===== src/hdl/dbmu_ram.sv =====
// ----------------------------------------------------------------------------
// dbmu_ram - generic single write, single read ram
// one write port, one read port with registered read data
// ----------------------------------------------------------------------------
module dbmu_ram #(
  parameter int WIDTH = 8,
  parameter int DEPTH = 64
) (
  input  logic                     clk,
  input  logic                     we,
  input  logic [$clog2(DEPTH)-1:0] waddr,
  input  logic [WIDTH-1:0]         wdata,
  input  logic [$clog2(DEPTH)-1:0] raddr,
  output logic [WIDTH-1:0]         rdata
);

  logic [WIDTH-1:0] mem [DEPTH];

  always_ff @(posedge clk) begin
    if (we) begin
      mem[waddr] <= wdata;
    end
    rdata <= mem[raddr];
  end

endmodule


===== config.mk =====
export PLATFORM = sky130hd
export DESIGN_NAME = dbmu_ram
export DESIGN_NICKNAME = d
export VERILOG_FILES = /design/src/hdl/dbmu_ram.sv
export SDC_FILE = /design/constraint.sdc
export NUM_CORES = 1
export LEC_CHECK = 0
export ABC_AREA = 1
export BUFFER_PORTS_ARGS = -buffer_cell sky130_fd_sc_hd__buf_2
export CAP_MARGIN = 20
export CORE_MARGIN = 2
export CORE_UTILIZATION = 57
export CTS_CLUSTER_DIAMETER = 100
export DETAILED_ROUTE_END_ITERATION = 7
export GPL_ROUTABILITY_DRIVEN = 0
export PLACE_DENSITY_LB_ADDON = 0.12
export SETUP_SLACK_MARGIN = 0.1
export SLEW_MARGIN = 0
export SYNTH_ARGS = -nofsm -noshare
export SYNTH_HDL_FRONTEND = slang
export SYNTH_SLANG_ARGS = --single-unit

===== constraint.sdc =====
create_clock -name clk -period 1.9 [get_ports clk]
set_clock_uncertainty 0.1 [all_clocks]
set_input_delay 0 -clock clk [delete_from_list [all_inputs] [get_ports clk]]
set_output_delay 0 -clock clk [all_outputs]
set_load 0.01 [all_outputs]

==> impl_metrics.toml, run 1 <==
[run_status]
outcome = "finished clean"

[clock_tree]
clkSinkCount = 520
path_clk_slew_ns = 0.06
cts_inserted_buffers = 52
clk_latency_ns = 0.59
clock-root-buffer = "clkbuf_16"
post_cts_buffers = 0
cts_tree = "yes"
cts_buffer_depth = 3
cts_htree_levels = 2

[routing]
drt-total-wl_um = 51990
vias_per_cell = 5.822
drc = 0
first_iter_violations = 1406
dr.pass1.iters = 8
postRouteAntennaNets = 0
vias = 13960
wl_per_cell_um = 21.68

[synth]
ys_seq_area_share_pct = 72.80
synth_area_sq_mm = 0.02134
yosys_warnings = 0
syn_nets = 1827
ys_ff_latch = 520
syn_inst = 1805
avgSynthCellArea_sq_um = 11.82
synth_cell_types = 16

[placed_design]
port-buffer-count = 29
hpwlAfterDp_um = 29970
dpl-instance-area_sq_mm = 0.02226

[setup_path]
startpoint_type = "input pin"
criticalPathCategory = "in -> reg"
crit_required_ns = 2.09
cp_max_fo = 9
crit_arrival_ns = 1.92
end_kind = "register"

[flow_run]
drv_cap = 0

[sta]
layout_min_cycle_time_ns = 1.729
hold_viol = 0
slew_violations = 0
fin_crit_sh_pct = 90.98
fmaxAchievable_mhz = 578.5
rsz0062_at_grt = "no"
maxSlewHeadroom_pct = 44.46
worst_pin_slew_ns = 0.8331
timing.setup.tns_ns = 0
setup-violations-final = 0

[global_route]
track_usage_pct = 27.44
overflow = 0
antenna_found_initial = 1
grt_pass1_vias = 13150
grt_pass1_wl_um = 79530
grt_max_degree = 73

[die]
num_io_pins = 30
start_util_pct = 58.15
row_count = 70
dieHeight_um = 197.5
coreArea_sq_mm = 0.03670
die_x_um = 197.5
die-area_sq_mm = 0.03900

[finish]
drive_above_1_share_pct = 10.53
areaGrowthSynthToFinish_pct = 12.23
layout_commonest_cell = "nand2_1"
nFillCells = 2717
final_cell_mix = "nand2_1 (648), edfxtp_1 (512), nand3_1 (439)"
seq_area_sq_mm = 0.01553
final_nets = 1915
multi_input_area_sq_mm = 0.004952
final_area_sq_mm = 0.02395

[power]
total_power_w = 0.02374
ir_worst_vdd_v = 0.0008309
leakage_nw = 8.794
powerDensity_mw_per_mm2 = 991.5

[hold_path]
hold_path.class = "in -> reg"
[layout make-up]
type                       instances  area share, %
sequential                       520          64.87
timing repair buffer             147          5.313
tap                              468          2.445
clock inverter                    17         0.5381
inverter                          12         0.2194
antenna                            2        0.02090
clock buffer                      72          5.919
multi-input combinational       1160          20.68
[metrics by stage]
step | instances | hold slack [ns] | utilization [%] | worst slack [ns]
after global routing | 2396 | 0.02776 | 65.25 | 0.1610
final | 2398 | 0.02546 | 65.26 | 0.1714
after CTS | 2396 | 0.001094 | 65.23 | 0.2223
after floorplan | 1805 | -0.001131 | - | 0.03388
after detailed placement | 2294 | 0.2752 | 60.66 | 0.2503
after global placement | 2294 | 0.2731 | 60.66 | 0.3003
[synthesized netlist by cell type (all sizes together)]
| library cell | count | area (sq um) |
|---|---|---|
| nor2 | 56 | 210.2 |
| nand2 | 648 | 2432 |
| inv | 12 | 50.05 |
| nand4 | 9 | 56.30 |
| clkbuf | 15 | 56.30 |
| nand3 | 439 | 2197 |
| nor4 | 8 | 50.05 |
| edfxtp | 512 | 15370 |
| buf | 98 | 752.0 |
| dfxtp | 8 | 160.2 |
[timing repair]
action | in CTS | in global routing
resized for setup | 0 | 2
endpoints found under the setup margin | 0 | 8
endpoints found under the hold margin | 300 | 0
hold buffers | 13 | 0
[critical path: stages]
cell and delay [ns]:
dlygate4sd3_1 0.53, buf_2 0.22, inv_2 0.11, nor4_2 0.26, dlygate4sd3_1 0.61, buf_4 0.18
[cell families after synthesis]
logic type             share of synthesized area [%]
buffers and inverters                          4.022
flip-flops                                     72.80
AND/OR/NAND/NOR                                23.18
[worst paths after layout]
check                             from              endpoint  slack [ns]  cells after the start
setup / recovery              waddr[1]  mem[50][4]$_DFFE_PP_        0.17                      6
hold reg to reg   mem[10][0]$_DFFE_PP_      rdata[0]$_DFF_P_        0.70                      8
hold / removal                wdata[3]   mem[2][3]$_DFFE_PP_        0.03                      2
setup reg to reg  mem[18][1]$_DFFE_PP_      rdata[1]$_DFF_P_        0.49                      8
[state kept, by name (all words and copies together), names as in the netlist]
| signal | count |
|---|---|
| mem | 512 |
| rdata | 8 |
[where the power goes]
group | leakage (nW) | switching, W | total, W | internal, W
combinational | 3.36 | 0.00112 | 0.00154 | 0.000423
clock | 0.756 | 0.00403 | 0.00946 | 0.00543
sequential | 4.67 | 0.0000424 | 0.0127 | 0.0127
total | 8.79 | 0.00519 | 0.0237 | 0.0186
[routing by layer]
layer | track usage [%] | vias to the layer above | routed length, um | part of all wire, %
li1 | - | 6520 | - | -
met1 | 39.49 | 6770 | 21630 | 42
met2 | 43.00 | 588 | 24370 | 47
met3 | 5.549 | 84 | 4726 | 9.1
met4 | 7.769 | 0 | 1256 | 2.4
met5 | 0 | - | 0 | 0
Note: power is estimated with default switching activity, not from simulation.
==> run 2: changes to the inputs <==
CTS_BUF_LIST = sky130_fd_sc_hd__clkbuf_8 sky130_fd_sc_hd__clkbuf_16   (was unset)
TNS_END_PERCENT = 10   (was unset)
==> impl_metrics.toml, run 2 (synthesized netlist as in run 1, its figures left out) <==
[run_status]
outcome = "finished clean"

[routing]
vias = 13980
first_iter_violations = 1520
dr.pass1.iters = 5
drc = 0
wl_per_cell_um = 21.75
drt-total-wl_um = 52170
vias_per_cell = 5.831
postRouteAntennaNets = 0

[clock_tree]
clk_latency_ns = 0.59
post_cts_buffers = 0
cts_inserted_buffers = 52
clkSinkCount = 520
cts_tree = "yes"
cts_buffer_depth = 3
path_clk_slew_ns = 0.06
clock-root-buffer = "clkbuf_16"
cts_htree_levels = 2

[finish]
layout_commonest_cell = "nand2_1"
largest_register_ffs = 512
seq_area_sq_mm = 0.01553
drive_above_1_share_pct = 10.53
stdcell_count = 2398
final_nets = 1915
final_area_sq_mm = 0.02395
multi_input_area_sq_mm = 0.004952
top_register = "mem"
final_cell_mix = "nand2_1 (648), edfxtp_1 (512), nand3_1 (439)"
top_regs = "mem (512), rdata (8)"
areaGrowthSynthToFinish_pct = 12.23
nFillCells = 2717

[global_route]
antenna_found_initial = 1
track_usage_pct = 27.44
grt_pass1_wl_um = 79540
grt_max_degree = 73
grt_pass1_vias = 13160
overflow = 0

[hold_path]
hp-start = "wdata[3]"
hold_end = "mem[2][3]$_DFFE_PP_"
holdPathStages = 2
hold_path.class = "in -> reg"

[placed_design]
pre_cts_ws_ns = 0.2503
port-buffer-count = 29
hpwlAfterDp_um = 29970
place_inst = 2294
dpl-instance-area_sq_mm = 0.02226

[setup_path]
crit_arrival_ns = 1.91
crit_required_ns = 2.09
reg2reg_to = "rdata[1]$_DFF_P_"
r2r_slack_ns = 0.48
startpoint_type = "input pin"
rr_startpoint = "mem[18][1]$_DFFE_PP_"
criticalPathCategory = "in -> reg"
reg2reg_depth = 8
cp_max_fo = 9
end_kind = "register"

[sta]
rsz0062_at_grt = "no"
fin_crit_sh_pct = 90.70
worst_pin_slew_ns = 0.8480
timing.setup.tns_ns = 0
setup-violations-final = 0
setup_slack_ns = 0.1767
slew_violations = 0
maxSlewHeadroom_pct = 43.47
fmaxAchievable_mhz = 580.3
hold_viol = 0
layout_min_cycle_time_ns = 1.723

[die]
dieHeight_um = 197.5
die_x_um = 197.5
num_io_pins = 30
row_count = 70
start_util_pct = 58.15
die-area_sq_mm = 0.03900
coreArea_sq_mm = 0.03670

[power]
ir_worst_vdd_v = 0.0008324
leakage_nw = 8.864
powerDensity_mw_per_mm2 = 988.5

[flow_run]
drv_cap = 0
[run 2: how the worst max path moves through the flow]
stage	start	endpoint	slack, ns	depth (start not counted)
final	waddr[1]	mem[50][1]$_DFFE_PP_	0.18	6
after global routing	waddr[1]	mem[50][1]$_DFFE_PP_	0.16	6
after CTS	waddr[1]	mem[50][1]$_DFFE_PP_	0.22	6
after detailed placement	waddr[1]	mem[1][1]$_DFFE_PP_	0.25	6
after global placement	we	mem[55][4]$_DFFE_PP_	0.30	4
after floorplan	we	mem[48][0]$_DFFE_PP_	0.03	3
[run 2: metrics by stage]
step                      util (%)  hold WS (ns)  power, W
after floorplan                  -     -0.001131   0.01386
after global placement       60.66        0.2731   0.01447
after detailed placement     60.66        0.2752   0.01449
after CTS                    65.23     0.0009195   0.02379
after global routing         65.25       0.02748   0.02441
final                        65.26       0.01783   0.02367
[run 2: cell type report]
type                       instances  area share [%]
inverter                          12          0.2194
sequential                       520           64.87
tap                              468           2.445
clock buffer                      55           5.653
clock inverter                    34          0.8046
timing repair buffer             147           5.313
multi-input combinational       1160           20.68
antenna                            2         0.02090
[run 2: power breakdown]
| part | total (W) | internal (W) | switching [W] |
|---|---|---|---|
| clock | 0.00939 | 0.00534 | 0.00405 |
| sequential | 0.0127 | 0.0127 | 0.0000423 |
| combinational | 0.00155 | 0.000423 | 0.00112 |
[run 2: metal layers]
layer	share of wire (%)	up-vias	track usage, %	wire length, um
li1	-	6519	-	-
met1	42	6800	39.48	21770
met2	47	579	43.01	24510
met3	8.8	84	5.549	4601
met4	2.5	0	7.769	1287
met5	0	-	0	0
[run 2: what timing repair did]
item	4_1_cts	5_1_grt
endpoints found under the setup margin	0	8
endpoints found under the hold margin	300	0
hold buffers	13	0
resized for setup	0	2
[run 2: critical path: stages]
cell and delay [ns]:
dlygate4sd3_1 0.53, buf_2 0.22, inv_2 0.11, nor4_2 0.26, dlygate4sd3_1 0.60, buf_4 0.18
